**src/hw/rtl/tmsa_pkg.sv**
```systemverilog
package tmsa_pkg;

    localparam int SAMPLE_BITS = 16;
    localparam int WORD_BITS = 16;
    localparam int SUM_BITS = 24;
    localparam int COUNT_BITS = 8;
    localparam int CFG_INDEX_BITS = 2;
    localparam int CFG_DATA_BITS = 8;
    localparam int CHANNELS = 2;

    localparam logic [WORD_BITS-1:0] FULL_SCALE =
        WORD_BITS'((33'd1 << SAMPLE_BITS) - 33'd1);
    localparam logic [COUNT_BITS-1:0] COUNT_LIMIT = COUNT_BITS'(253);
    localparam logic [COUNT_BITS-1:0] COUNT_RESET = COUNT_BITS'(8);

    localparam int DIV_BITS = SUM_BITS;
    localparam int DIV_STEP_BITS = $clog2(DIV_BITS);

    localparam logic [CFG_INDEX_BITS-1:0] REG_FIRST_WINDOW = CFG_INDEX_BITS'(0);
    localparam logic [CFG_INDEX_BITS-1:0] REG_SECOND_WINDOW = CFG_INDEX_BITS'(1);

    typedef enum logic [2:0] {
        ST_IDLE,
        ST_UPDATE,
        ST_TRIM,
        ST_DIVIDE,
        ST_FINISH
    } state_t;

    typedef struct packed {
        logic busy;
        logic done;
    } div_status_t;

endpackage

```
**src/hw/rtl/tmsa_divider.sv**
```systemverilog
module tmsa_divider (
    input  logic                                 clk,
    input  logic                                 rst_n,
    input  logic                                 start,
    input  logic [tmsa_pkg::DIV_BITS-1:0]        dividend,
    input  logic [tmsa_pkg::COUNT_BITS-1:0]      divisor,
    output tmsa_pkg::div_status_t                status,
    output logic [tmsa_pkg::DIV_BITS-1:0]        quotient
);

    logic                                  busy_reg, busy_next;
    logic                                  done_reg, done_next;
    logic [tmsa_pkg::DIV_STEP_BITS-1:0]    step_reg, step_next;
    logic [tmsa_pkg::COUNT_BITS-1:0]       rem_reg, rem_next;
    logic [tmsa_pkg::COUNT_BITS-1:0]       divisor_reg, divisor_next;
    logic [tmsa_pkg::DIV_BITS-1:0]         quo_reg, quo_next;

    logic [tmsa_pkg::COUNT_BITS:0]         trial;
    logic [tmsa_pkg::COUNT_BITS:0]         diff;
    logic                                  fits;
    logic                                  last_step;

    // restoring division, one quotient bit per cycle; quotient shifts in
    // behind the dividend bits
    assign trial = {rem_reg, quo_reg[tmsa_pkg::DIV_BITS-1]};
    assign diff = trial - {1'b0, divisor_reg};
    assign fits = trial >= {1'b0, divisor_reg};
    assign last_step = step_reg == tmsa_pkg::DIV_STEP_BITS'(tmsa_pkg::DIV_BITS - 1);

    always_comb
    begin
        busy_next = busy_reg;
        done_next = 1'b0;
        step_next = step_reg;
        rem_next = rem_reg;
        divisor_next = divisor_reg;
        quo_next = quo_reg;
        if (start)
        begin
            busy_next = 1'b1;
            step_next = '0;
            rem_next = '0;
            divisor_next = divisor;
            quo_next = dividend;
        end
        else if (busy_reg)
        begin
            rem_next = fits ? diff[tmsa_pkg::COUNT_BITS-1:0] : trial[tmsa_pkg::COUNT_BITS-1:0];
            quo_next = {quo_reg[tmsa_pkg::DIV_BITS-2:0], fits};
            step_next = step_reg + 1'b1;
            if (last_step)
            begin
                busy_next = 1'b0;
                done_next = 1'b1;
            end
        end
    end

    always_ff @(posedge clk or negedge rst_n)
    begin
        if (!rst_n)
        begin
            busy_reg <= 1'b0;
            done_reg <= 1'b0;
            step_reg <= '0;
        end
        else
        begin
            busy_reg <= busy_next;
            done_reg <= done_next;
            step_reg <= step_next;
        end
    end

    always_ff @(posedge clk)
    begin
        rem_reg <= rem_next;
        divisor_reg <= divisor_next;
        quo_reg <= quo_next;
    end

    assign status.busy = busy_reg;
    assign status.done = done_reg;
    assign quotient = quo_reg;

endmodule

```
**src/hw/rtl/trimmed_mean_sample_averager.sv**
```systemverilog
// Two-channel trimmed-mean averager. Each accepted sample adds to its
// channel's sum and max/min; once the channel holds N+2 samples the new
// average (sum - max - min) / N is computed and the window cleared. Every
// sample gives one result: its channel, the held average and a fresh flag.
// One sample at a time: each sample passes the update and trim steps, and
// one that closes a window also the divide step, run by the shared restoring
// divider that produces one quotient bit per cycle over the 24-bit sum. A
// finished result waits in the output register while the next sample is
// taken in.
module trimmed_mean_sample_averager (
    input  logic                                clk,
    input  logic                                rst_n,
    input  logic                                cfg_write,
    input  logic [tmsa_pkg::CFG_INDEX_BITS-1:0] cfg_index,
    input  logic [tmsa_pkg::CFG_DATA_BITS-1:0]  cfg_data,
    input  logic                                in_valid,
    output logic                                in_stall,
    input  logic                                channel,
    input  logic [tmsa_pkg::WORD_BITS-1:0]      sample,
    output logic                                out_valid,
    input  logic                                out_stall,
    output logic                                out_channel,
    output logic [tmsa_pkg::WORD_BITS-1:0]      average,
    output logic                                fresh
);

    tmsa_pkg::state_t state_reg, state_next;

    logic [tmsa_pkg::COUNT_BITS-1:0] first_window_reg;
    logic [tmsa_pkg::COUNT_BITS-1:0] second_window_reg;

    logic [tmsa_pkg::SUM_BITS-1:0]   sum_reg   [tmsa_pkg::CHANNELS];
    logic [tmsa_pkg::WORD_BITS-1:0]  max_reg   [tmsa_pkg::CHANNELS];
    logic [tmsa_pkg::WORD_BITS-1:0]  min_reg   [tmsa_pkg::CHANNELS];
    logic [tmsa_pkg::COUNT_BITS-1:0] count_reg [tmsa_pkg::CHANNELS];
    logic [tmsa_pkg::WORD_BITS-1:0]  held_reg  [tmsa_pkg::CHANNELS];

    logic                            ch_reg;
    logic [tmsa_pkg::WORD_BITS-1:0]  sample_reg;
    logic [tmsa_pkg::COUNT_BITS-1:0] n_reg;
    logic                            fresh_reg;

    logic                            out_valid_reg;
    logic                            out_channel_reg;
    logic [tmsa_pkg::WORD_BITS-1:0]  average_reg;
    logic                            out_fresh_reg;

    logic                            in_xfer;
    logic                            out_xfer;
    logic                            load_out;
    logic                            div_start;
    logic                            do_update;
    logic                            do_trim;
    logic                            do_store;

    logic [tmsa_pkg::COUNT_BITS-1:0] n_raw;
    logic [tmsa_pkg::COUNT_BITS-1:0] n_eff;
    logic                            complete;
    logic [tmsa_pkg::WORD_BITS:0]    trim;
    logic [tmsa_pkg::SUM_BITS-1:0]   rest;
    logic [tmsa_pkg::WORD_BITS-1:0]  quot_sat;

    tmsa_pkg::div_status_t           div_status;
    logic [tmsa_pkg::DIV_BITS-1:0]   div_quotient;

    assign in_xfer = in_valid && !in_stall;
    assign out_xfer = out_valid_reg && !out_stall;

    // next state
    always_comb
    begin
        state_next = state_reg;
        case (state_reg)
            tmsa_pkg::ST_IDLE:
                if (in_valid)
                begin
                    state_next = tmsa_pkg::ST_UPDATE;
                end
            tmsa_pkg::ST_UPDATE:
                state_next = tmsa_pkg::ST_TRIM;
            tmsa_pkg::ST_TRIM:
                state_next = complete ? tmsa_pkg::ST_DIVIDE : tmsa_pkg::ST_FINISH;
            tmsa_pkg::ST_DIVIDE:
                if (div_status.done)
                begin
                    state_next = tmsa_pkg::ST_FINISH;
                end
            tmsa_pkg::ST_FINISH:
                if (!out_valid_reg || !out_stall)
                begin
                    state_next = tmsa_pkg::ST_IDLE;
                end
            default:
                state_next = tmsa_pkg::ST_IDLE;
        endcase
    end

    // sequencer outputs
    always_comb
    begin
        in_stall = 1'b1;
        do_update = 1'b0;
        do_trim = 1'b0;
        div_start = 1'b0;
        do_store = 1'b0;
        load_out = 1'b0;
        case (state_reg)
            tmsa_pkg::ST_IDLE:
                in_stall = 1'b0;
            tmsa_pkg::ST_UPDATE:
                do_update = 1'b1;
            tmsa_pkg::ST_TRIM:
            begin
                do_trim = 1'b1;
                div_start = complete;
            end
            tmsa_pkg::ST_DIVIDE:
                do_store = div_status.done;
            tmsa_pkg::ST_FINISH:
                load_out = !out_valid_reg || !out_stall;
            default:
                in_stall = 1'b1;
        endcase
    end

    always_ff @(posedge clk or negedge rst_n)
    begin
        if (!rst_n)
        begin
            state_reg <= tmsa_pkg::ST_IDLE;
        end
        else
        begin
            state_reg <= state_next;
        end
    end

    always_ff @(posedge clk or negedge rst_n)
    begin
        if (!rst_n)
        begin
            first_window_reg <= tmsa_pkg::COUNT_RESET;
            second_window_reg <= tmsa_pkg::COUNT_RESET;
        end
        else if (cfg_write)
        begin
            case (cfg_index)
                tmsa_pkg::REG_FIRST_WINDOW:
                    first_window_reg <= cfg_data;
                tmsa_pkg::REG_SECOND_WINDOW:
                    second_window_reg <= cfg_data;
                default:
                    ;
            endcase
        end
    end

    assign n_raw = ch_reg ? second_window_reg : first_window_reg;

    always_comb
    begin
        n_eff = n_raw;
        if (n_raw == '0)
        begin
            n_eff = tmsa_pkg::COUNT_BITS'(1);
        end
        else if (n_raw > tmsa_pkg::COUNT_LIMIT)
        begin
            n_eff = tmsa_pkg::COUNT_LIMIT;
        end
    end

    assign complete = {1'b0, count_reg[ch_reg]} >= ({1'b0, n_reg} + (tmsa_pkg::COUNT_BITS+1)'(2));
    assign trim = {1'b0, max_reg[ch_reg]} + {1'b0, min_reg[ch_reg]};
    assign rest = (sum_reg[ch_reg] >= tmsa_pkg::SUM_BITS'(trim))
        ? sum_reg[ch_reg] - tmsa_pkg::SUM_BITS'(trim) : '0;
    assign quot_sat = (div_quotient > tmsa_pkg::DIV_BITS'(tmsa_pkg::FULL_SCALE))
        ? tmsa_pkg::FULL_SCALE : div_quotient[tmsa_pkg::WORD_BITS-1:0];

    always_ff @(posedge clk)
    begin
        if (in_xfer)
        begin
            ch_reg <= channel;
            sample_reg <= sample & tmsa_pkg::FULL_SCALE;
        end
        if (do_update)
        begin
            n_reg <= n_eff;
        end
        if (do_trim)
        begin
            fresh_reg <= complete;
        end
    end

    always_ff @(posedge clk or negedge rst_n)
    begin
        if (!rst_n)
        begin
            for (int i = 0; i < tmsa_pkg::CHANNELS; i++)
            begin
                sum_reg[i] <= '0;
                max_reg[i] <= '0;
                min_reg[i] <= tmsa_pkg::FULL_SCALE;
                count_reg[i] <= '0;
                held_reg[i] <= '0;
            end
        end
        else
        begin
            if (do_update)
            begin
                sum_reg[ch_reg] <= sum_reg[ch_reg] + tmsa_pkg::SUM_BITS'(sample_reg);
                if (sample_reg > max_reg[ch_reg])
                begin
                    max_reg[ch_reg] <= sample_reg;
                end
                if (sample_reg < min_reg[ch_reg])
                begin
                    min_reg[ch_reg] <= sample_reg;
                end
                count_reg[ch_reg] <= count_reg[ch_reg] + 1'b1;
            end
            if (do_trim && complete)
            begin
                sum_reg[ch_reg] <= '0;
                max_reg[ch_reg] <= '0;
                min_reg[ch_reg] <= tmsa_pkg::FULL_SCALE;
                count_reg[ch_reg] <= '0;
            end
            if (do_store)
            begin
                held_reg[ch_reg] <= quot_sat;
            end
        end
    end

    tmsa_divider u_divider (
        .clk      (clk),
        .rst_n    (rst_n),
        .start    (div_start),
        .dividend (rest),
        .divisor  (n_reg),
        .status   (div_status),
        .quotient (div_quotient)
    );

    always_ff @(posedge clk or negedge rst_n)
    begin
        if (!rst_n)
        begin
            out_valid_reg <= 1'b0;
        end
        else if (load_out)
        begin
            out_valid_reg <= 1'b1;
        end
        else if (out_xfer)
        begin
            out_valid_reg <= 1'b0;
        end
    end

    always_ff @(posedge clk)
    begin
        if (load_out)
        begin
            out_channel_reg <= ch_reg;
            average_reg <= held_reg[ch_reg];
            out_fresh_reg <= fresh_reg;
        end
    end

    assign out_valid = out_valid_reg;
    assign out_channel = out_channel_reg;
    assign average = average_reg;
    assign fresh = out_fresh_reg;

    a_start_idle_div: assert property (@(posedge clk) disable iff (!rst_n)
        div_start |-> !div_status.busy)
        else $error("divider started while busy");

    a_done_in_divide: assert property (@(posedge clk) disable iff (!rst_n)
        div_status.done |-> state_reg == tmsa_pkg::ST_DIVIDE)
        else $error("divider done outside divide step");

    a_accept_to_update: assert property (@(posedge clk) disable iff (!rst_n)
        in_xfer |=> state_reg == tmsa_pkg::ST_UPDATE)
        else $error("transfer did not start an update");

    a_window_cleared: assert property (@(posedge clk) disable iff (!rst_n)
        (do_trim && complete) |=> count_reg[ch_reg] == '0)
        else $error("window not cleared after completion");

    a_no_overwrite: assert property (@(posedge clk) disable iff (!rst_n)
        (out_valid_reg && out_stall) |=> $stable(average_reg) && $stable(out_fresh_reg))
        else $error("held result overwritten");

endmodule
```
**config.mk**
```make
export PLATFORM = sky130hd
export DESIGN_NAME = trimmed_mean_sample_averager
export DESIGN_NICKNAME = d
export VERILOG_FILES = /design/src/hw/rtl/tmsa_pkg.sv /design/src/hw/rtl/tmsa_divider.sv /design/src/hw/rtl/trimmed_mean_sample_averager.sv
export SDC_FILE = /design/constraint.sdc
export NUM_CORES = 1
export LEC_CHECK = 0
export ABC_CLOCK_PERIOD_IN_PS = 9900
export BUFFER_PORTS_ARGS = -buffer_cell sky130_fd_sc_hd__buf_2
export CAP_MARGIN = 0
export CORE_MARGIN = 8
export CORE_UTILIZATION = 40
export DETAILED_ROUTE_END_ITERATION = 10
export GPL_TIMING_DRIVEN = 0
export PLACE_DENSITY_LB_ADDON = 0.12
export SLEW_MARGIN = 15
export SYNTH_ARGS = -nofsm -noshare
export SYNTH_HDL_FRONTEND = slang
export SYNTH_HIERARCHICAL = 1
export SYNTH_SLANG_ARGS = --single-unit
```
**constraint.sdc**
```tcl
create_clock -name clk -period 9.9 [get_ports clk]
set_clock_uncertainty 0.1 [all_clocks]
set_input_delay 1.98 -clock clk [delete_from_list [all_inputs] [get_ports clk]]
set_output_delay 1.98 -clock clk [all_outputs]
set_load 0.05 [all_outputs]
```
# ---- Word-level counts from Yosys, hierarchy flattened
# Index checks and enable logic that the tools add are counted.
dict set report word_totals {
  regBits 271
  inputBits 32
  word_cells 141
}
dict set report classes {
  add_sub_neg 7
  n_lt_le_gt_ge 9
  n_eq_ne 9
  mux 64
  bitwise_logic 8
  reduce_logical 16
}
# op count
set op_table {}
lappend op_table {{$mux W16} 13}
lappend op_table {{$mux W32} 6}
lappend op_table {{$mux W24} 7}
lappend op_table {{$bwmux W32} 3}
lappend op_table {{$mux W48} 2}
lappend op_table {{$mux W8} 7}
lappend op_table {{$and A48 B48 Y48} 1}
lappend op_table {{$bwmux W48} 1}
lappend op_table {{$not A48 Y48} 1}
lappend op_table {{$and A32 B32 Y32} 1}
lappend op_table {{$not A32 Y32} 1}
lappend op_table {{$or A32 B32 Y32} 1}
lappend op_table {{$add A24 B16 Y24} 1}
lappend op_table {{$demux W24 S1} 1}
lappend op_table {{$ge A24 B17 Y1} 1}
lappend op_table {{$gt A24 B16 Y1 const B} 1}
lappend op_table {{$sub A24 B17 Y24} 1}
lappend op_table {{$add A16 B16 Y17} 1}
lappend op_table {{$and A16 B16 Y16} 1}
lappend op_table {{$bwmux W16} 1}
lappend op_table {{$demux W16 S1} 1}
lappend op_table {{$gt A16 B16 Y1} 1}
lappend op_table {{$lt A16 B16 Y1} 1}
lappend op_table {{$not A16 Y16} 1}
lappend op_table {{32 further kinds} 57}

# ---- Depth between registers and ports, before layout
# Gate-level depths: netlist of the first run.
dict set report depth {
  word_depth 10
  ltp_mapped 28
}

# ---- Hierarchy
# Netlist of the first run, hierarchy kept.
# mod n_inst cells_per_inst area_each_um2
set modules_own_cells {}
lappend modules_own_cells {trimmed_mean_sample_averager 1 1386 13643.1}
lappend modules_own_cells {tmsa_divider 1 193 2416.1}

# ---- Worst setup path before layout of the first run
# Ideal clock, no wire load.
dict set report synth_timing {
  path_kind {reg-to-reg}
  startpoint {register ch_reg}
  endpoint {register u_divider.quo_reg (netlist bit u_divider/quotient[23]) (data pin)}
  arrival_ps 5799
  t_required_ps 9540
  slack_ps 3741
  stages_incl_launch_ff 28
  n_path_buf 7
  period_less_slack_ps 6159
  cell_sequence {edfxtp_1 > buf_2 > buf_4 > buf_4 > buf_4 > buf_2 > buf_4 > buf_2 > mux2_2 > ha_1 > inv_1 > fa_1 > nor2b_1 > o21ai_0 > a21oi_1 > o2111ai_1 > and3_1 > or4b_2 > o211a_1 > ha_1 > a21oi_1 > o21ai_0 > a311o_1 > a31o_2 > a211oi_1 > xor2_1 > nor2_1 > mux2_2}
}
dict set report synth_via {
  elab_chain_len 8
  word_cells_on_any_way 20
  cone_classes {add/sub (2); order compare (2); mux (15); bitwise (1)}
}
# item line
set synth_lines {}
lappend synth_lines {{start, declared} trimmed_mean_sample_averager.sv:38} ;# logic ch_reg;
lappend synth_lines {{start signal, assigned} trimmed_mean_sample_averager.sv:184} ;# ch_reg <= channel;
lappend synth_lines {{$not A1 Y2 (not written as such) (*)} {trimmed_mean_sample_averager.sv:174, trimmed_mean_sample_averager.sv:175, trimmed_mean_sample_averager.sv:176}}
lappend synth_lines {{$mux W16 (not written as such) (3 in series)} trimmed_mean_sample_averager.sv:174} ;# assign trim = {1'b0, max_reg[ch_reg]} + {1'b0, min_reg[ch_reg]};
lappend synth_lines {{$add A16 B16 Y17} trimmed_mean_sample_averager.sv:174}
lappend synth_lines {{$sub A24 B17 Y24 or $ge A24 B17 Y1 (tied branches)} {trimmed_mean_sample_averager.sv:176, trimmed_mean_sample_averager.sv:175}}
lappend synth_lines {{$mux W24 (*)} trimmed_mean_sample_averager.sv:176} ;# ? sum_reg[ch_reg] - tmsa_pkg::SUM_BITS'(trim) : '0;
lappend synth_lines {{named net rest (one bit)} trimmed_mean_sample_averager.sv:60} ;# logic [tmsa_pkg::SUM_BITS-1:0] rest;
lappend synth_lines {{$mux W24 (*)} tmsa_divider.sv:38} ;# if (start)
lappend synth_lines {{named net u_divider.quo_next (one bit)} tmsa_divider.sv:16} ;# logic [tmsa_pkg::DIV_BITS-1:0] quo_reg, quo_next;
lappend synth_lines {{end signal, assigned} tmsa_divider.sv:79} ;# quo_reg <= quo_next;
lappend synth_lines {{end, declared} tmsa_divider.sv:16}
# The timed path passes the listed nets; every way through them passes the cells marked *. The select of a mux whose other input is x is not followed.
# A chain may end at the register's enable or synchronous reset.

# ---- Worst setup path in the final report of the first run
dict set report layout_timing {
  startpoint {register ch_reg}
  endpoint {register u_divider.quo_reg (netlist bit u_divider/quotient[21]) (data pin)}
}
# The elaborated chain is that of the path after synthesis.

==> flow_metrics.env, run 1 <==
export IMPL_firstDrtPassIters=5
export IMPL_maxCapViolCount=0
export IMPL_clk_path_buf_depth=3
export IMPL_slew_viol_final=0
export IMPL_clockRootBuffer="clkbuf_16"
export IMPL_crit_arrival_ns=8.20
export IMPL_reg2reg_setup_slack_ns=1.88
export IMPL_r2r_end="u_divider/quotient[21]"
export IMPL_max_slew_margin_pct=30.07
export IMPL_ios=52
export IMPL_path_clk_slew_ns=0.06
export IMPL_min_period_ns=8.023
export IMPL_syn_area_mm2=0.01605
export IMPL_area_growth_pct=12.89
export IMPL_endpoint_kind="flop"
export IMPL_ys_warn_count=6
export IMPL_htreeDepth=2
export IMPL_syn_nets=1713
export IMPL_insertion_delay_ns=0.54
export IMPL_fin_hold_ws_ns=0.3168
export IMPL_grt_ovfl_total=0
export IMPL_hpwlAfterDp_um=32320
export IMPL_p_total_mw=7.364
export IMPL_vias_per_cell=5.470
export IMPL_cp_start_kind="flop"
export IMPL_design_area_mm2=0.01812
export IMPL_io_buffers=51
export IMPL_fillers=3876
export IMPL_critPathMaxStageDelay_ns=0.72
export IMPL_whs_path_depth=0
export IMPL_num_vias=12130
export IMPL_rows=73
export IMPL_die_width_um=216.3
export IMPL_required_ns=10.08
export IMPL_rsz0062_at_grt="false"
export IMPL_initial_core_util_pct=40.49
export IMPL_hold_viol_final=0
export IMPL_avgSynthCellArea_um2=10.17
export IMPL_ant_nets=0
export IMPL_whs_endpoint="fresh"
export IMPL_hold_class="reg -> reg"
export IMPL_fin_setup_tns_ns=0
export IMPL_antenna_found_initial=0
export IMPL_hold_start="fresh_reg"
export IMPL_setup_viol=0
export IMPL_critPathMaxFanout=10
export IMPL_grt_pass1_wl_um=69390
export IMPL_drc_errors=0
export IMPL_grt_pass1_vias=12510
export IMPL_cts_tree="built"
export IMPL_path_buf_inv=9
export IMPL_leakage_nw=7.875
export IMPL_nNetsFinal=1803
export IMPL_drtIter0Drc=738
export IMPL_die_h_um=216.3
export IMPL_rr_worst_depth=27
export IMPL_diodes=0
export IMPL_fmax_mhz=124.6
export IMPL_drive_gt1_share_pct=17.07
export IMPL_cp_slowest_cell="o41ai_1"
export IMPL_cts_resized=0
export IMPL_ctsHoldBuffers=0
export IMPL_reg2reg_from="ch_reg"
export IMPL_final_core_util_pct=45.71
export IMPL_layout_common_cells="172 x nor2_1, 153 x dfrtp_1, 142 x nand2_1"
export IMPL_cts_setup_buffers=0
export IMPL_placed_area_mm2=0.01704
export IMPL_status="finished, final reports clean"
export IMPL_crit_type="reg -> reg"
export IMPL_core_mm2=0.03964
export IMPL_cts_buffers=34
export IMPL_cts_sinks=271
export IMPL_period_share_pct=81.04
export IMPL_p_per_area_mw_per_mm2=406.4
export IMPL_worst_path_most_repeated_cell="buf_4"
export IMPL_tightest_slew_ns=1.049
export IMPL_wl_per_cell_um=19.51
export IMPL_grt_max_degree=96
export IMPL_critPathTopFamily="buffers and inverters"
export IMPL_syn_inst=1578
export IMPL_max_vdd_ir_drop_v=0.0002556
export IMPL_routabilityCongestion=0.8638
export IMPL_drt_total_wl_um=43270
export IMPL_dieArea_mm2=0.04679
export IMPL_track_usage_pct=18.49
export IMPL_final_common_cell="nor2_1"
==> worst reg2reg max path: stages, from the launching register on <==
cell	delay (ns)
edfxtp_1	0.54
buf_2	0.34
buf_4	0.29
buf_4	0.25
buf_4	0.24
buf_2	0.37
buf_4	0.32
buf_2	0.40
mux2_2	0.43
ha_1	0.22
inv_1	0.07
fa_1	0.20
nor2b_1	0.06
o21ai_0	0.25
a21oi_1	0.15
o2111ai_1	0.26
a41oi_1	0.19
o41ai_1	0.72
ha_1	0.37
clkbuf_1	0.25
a21oi_1	0.32
o21ai_0	0.27
or3_1	0.42
nor3_1	0.11
nand2b_1	0.18
xor2_1	0.16
nor2_1	0.06
mux2_2	0.25
==> metal layers <==
metal	global-route usage (%)	vias to the layer above	routed length, µm
met4	5.568	0	1034
li1	-	5908	-
met1	24.55	5910	19940
met5	0	-	0
met2	30.57	259	20200
met3	3.162	55	2085
==> worst max path at each step <==
stage	slack, ns	to	depth (start not counted)	start
6_report	1.88	u_divider/quotient[21]	27	ch_reg
5_1_grt	1.46	u_divider/quotient[23]	27	ch_reg
4_1_cts	1.97	u_divider/quotient[23]	27	ch_reg
3_5_place_dp	1.99	u_divider/quotient[23]	27	ch_reg
3_3_place_gp	2.00	u_divider/quotient[21]	27	ch_reg
2_1_floorplan	3.74	u_divider/quotient[23]	27	ch_reg
==> power by group <==
part	internal [mW]	switching, mW
clock network	0.736	0.484
registers	1.55	0.241
logic	1.71	2.64
==> layout make-up <==
cell class                 instances  area (µm²)  share of cell area [%]
buffer                            69       367.9                   2.030
clock buffer                      44       919.6                   5.075
clock inverter                    17       166.4                  0.9183
inverter                          71       267.8                   1.478
multi-input combinational       1167        8263                   45.60
sequential                       271        7164                   39.54
tap                              525       656.9                   3.625
timing repair buffer              54       315.3                   1.740
==> metrics by stage <==
stage | setup WS [ns] | instances
finish | 1.877 | 2218
global route | 1.459 | 2218
CTS | 1.969 | 2218
detailed placement | 1.992 | 2157
global placement | 2.000 | 2154
floorplan | 3.741 | 1578
Power figures use the tool's default switching activity.
==> run 2: changes to the inputs <==
--- a/config.mk
+++ b/config.mk
@@ -5,7 +5,7 @@
 export SDC_FILE = /design/constraint.sdc
 export NUM_CORES = 1
 export LEC_CHECK = 0
-export ABC_CLOCK_PERIOD_IN_PS = 9900
+export ABC_CLOCK_PERIOD_IN_PS = 6900
 export BUFFER_PORTS_ARGS = -buffer_cell sky130_fd_sc_hd__buf_2
 export CAP_MARGIN = 0
 export CORE_MARGIN = 8
==> constraint.sdc (replaced) <==
create_clock -name clk -period 6.9 [get_ports clk]
set_clock_uncertainty 0.1 [all_clocks]
set_input_delay 1.38 -clock clk [delete_from_list [all_inputs] [get_ports clk]]
set_output_delay 1.38 -clock clk [all_outputs]
set_load 0.05 [all_outputs]
==> flow_metrics.env, run 2 (synthesis gave the netlist of run 1 again) <==
export IMPL_grtUsageMet3_pct=3.162
export IMPL_period_share_pct=93.65
export IMPL_nNetsFinal=1801
export IMPL_initial_core_util_pct=40.49
export IMPL_cts_sinks=271
export IMPL_routabilityCongestion=0.8638
export IMPL_diodes=0
export IMPL_vias_per_cell=5.477
export IMPL_maxCapViolCount=0
export IMPL_critPathMaxFanout=28
export IMPL_hold_class="reg -> reg"
export IMPL_core_mm2=0.03964
export IMPL_drc_errors=0
export IMPL_switchingPower_mw=4.839
export IMPL_ant_nets=0
export IMPL_grt_max_degree=96
export IMPL_cp_start_kind="flop"
export IMPL_clk_path_buf_depth=3
export IMPL_met2_usage_pct=30.61
export IMPL_required_ns=7.07
export IMPL_antenna_found_initial=0
export IMPL_internal_power_mw=5.749
export IMPL_insertion_delay_ns=0.54
export IMPL_reg2reg_from="ch_reg"
export IMPL_clockRootBuffer="clkbuf_16"
export IMPL_drt_total_wl_um=43110
export IMPL_power_switching_share_pct=45.70
export IMPL_slew_viol_final=0
export IMPL_max_slew_margin_pct=29.78
export IMPL_crit_type="reg -> reg"
export IMPL_hold_start="fresh_reg"
export IMPL_cts_buffers=34
export IMPL_leakage_nw=7.882
export IMPL_crit_arrival_ns=6.64
export IMPL_cts_tree="built"
export IMPL_area_growth_pct=13.13
export IMPL_seqPwrFrac_pct=24.3
export IMPL_tightest_slew_ns=1.053
export IMPL_fin_ws_ns=0.4384
export IMPL_dieArea_mm2=0.04679
export IMPL_fmax_mhz=154.8
export IMPL_num_vias=12140
export IMPL_io_buffers=51
export IMPL_drive_gt1_share_pct=17.21
export IMPL_placed_cells=2157
export IMPL_p_per_area_mw_per_mm2=583.0
export IMPL_final_core_util_pct=45.81
export IMPL_min_period_ns=6.462
export IMPL_place_ws_ns=-1.008
export IMPL_grt_busiest_layer="met2"
export IMPL_htreeDepth=2
export IMPL_grt_ovfl_total=0
export IMPL_endpoint_kind="flop"
export IMPL_grtUsageMet1_pct=24.41
export IMPL_track_usage_pct=18.42
export IMPL_layout_common_cells="172 x nor2_1, 153 x dfrtp_1, 142 x nand2_1"
export IMPL_crit_start="ch_reg"
export IMPL_drtIter0Drc=724
export IMPL_finalNonFillerCells=2216
export IMPL_final_common_cell="nor2_1"
export IMPL_pwr_share_clk_pct=16.6
export IMPL_firstDrtPassIters=6
export IMPL_fillers=3870
export IMPL_status="finished, final reports clean"
export IMPL_max_vdd_ir_drop_v=0.0003647
export IMPL_hold_viol_final=0
export IMPL_rows=73
export IMPL_setup_viol=0
export IMPL_grt_pass1_wl_um=69170
export IMPL_comb_power_share_pct=59.2
export IMPL_ios=52
export IMPL_rsz0062_at_grt="false"
export IMPL_hpwlAfterDp_um=32320
export IMPL_wl_per_cell_um=19.45
export IMPL_grt_pass1_vias=12500
export IMPL_die_h_um=216.3
export IMPL_path_clk_slew_ns=0.05
export IMPL_die_width_um=216.3
export IMPL_fin_setup_tns_ns=0
==> run 2: path summary, 6_finish.rpt <==
check / end / slack [ns] / cells past startpoint
worst min-delay path: fresh / 0.32 / 0
worst min register to register: fresh / 0.32 / 0
worst max register to register: u_divider/quotient[23] / 0.44 / 24
worst max-delay path: u_divider/quotient[23] / 0.44 / 24
min in group asynchronous: u_divider/step_reg[0] / 0.78 / 1
max in group asynchronous: min_reg[25] / 4.94 / 2
==> run 2: area by class of cell <==
type                    count  area, µm²  area share, %
plain buffers              66      382.9          2.108
clock buffers              44      919.6          5.064
clock inverters            17      166.4         0.9164
inverters                  71      267.8          1.474
multi-input cells        1167       8279          45.59
flip-flops and latches    271       7164          39.45
well taps                 525      656.9          3.617
repair buffers             55      322.8          1.778
==> run 2: repair_timing <==
item / in CTS / in global routing
setup endpoints to repair: 24 / 24
hold endpoints to repair: 0 / 0
setup buffers: 1 / 0
gates resized for setup: 9 / 6
hold buffers: 0 / 0
==> run 2: worst max-delay path, cell delays in order (launching register included) <==
cell and delay [ns]:
edfxtp_1 0.49, buf_6 0.27, buf_6 0.20, buf_12 0.22, buf_6 0.22, mux2_2 0.40, ha_1 0.22, inv_1 0.07
fa_1 0.20, nor2b_1 0.06, o21ai_1 0.18, a21oi_1 0.13, o2111ai_1 0.26, and3_2 0.27, or4b_2 0.59, o211a_1 0.19
ha_1 0.38, a21oi_2 0.24, o21ai_0 0.14, a311o_1 0.33, a31o_2 0.25, a211oi_1 0.24, xor2_1 0.19, nor2_1 0.07
mux2_2 0.26
==> run 2: power groups by stage <==
stage / combinational (mW) / sequential [mW] / clock [mW]
6_report: 6.27 / 2.57 / 1.75
4_1_cts: 6.25 / 2.56 / 1.80
3_5_place_dp: 6.18 / 2.59 / 0
2_1_floorplan: 4.57 / 2.52 / 0
5_1_grt: 6.95 / 2.63 / 1.86
3_3_place_gp: 6.12 / 2.58 / 0
==> run 2: routing by layer <==
| metal | share of wire (%) | vias up |
|---|---|---|
| met1 | 46 | 5941 |
| met4 | 2.2 | 0 |
| met3 | 4.6 | 54 |
| met2 | 47 | 236 |
| met5 | 0 | - |
| li1 | - | 5906 |
==> run 2: through the flow <==
step           hold WS, ns  instance area [µm²]  total power, mW
2_1_floorplan       0.3003                16050            7.087
5_1_grt             0.3382                18160            11.45
3_3_place_gp        0.3057                16960            8.699
6_report            0.3168                18160            10.59
3_5_place_dp        0.3066                17040            8.773
4_1_cts             0.3196                18150            10.62
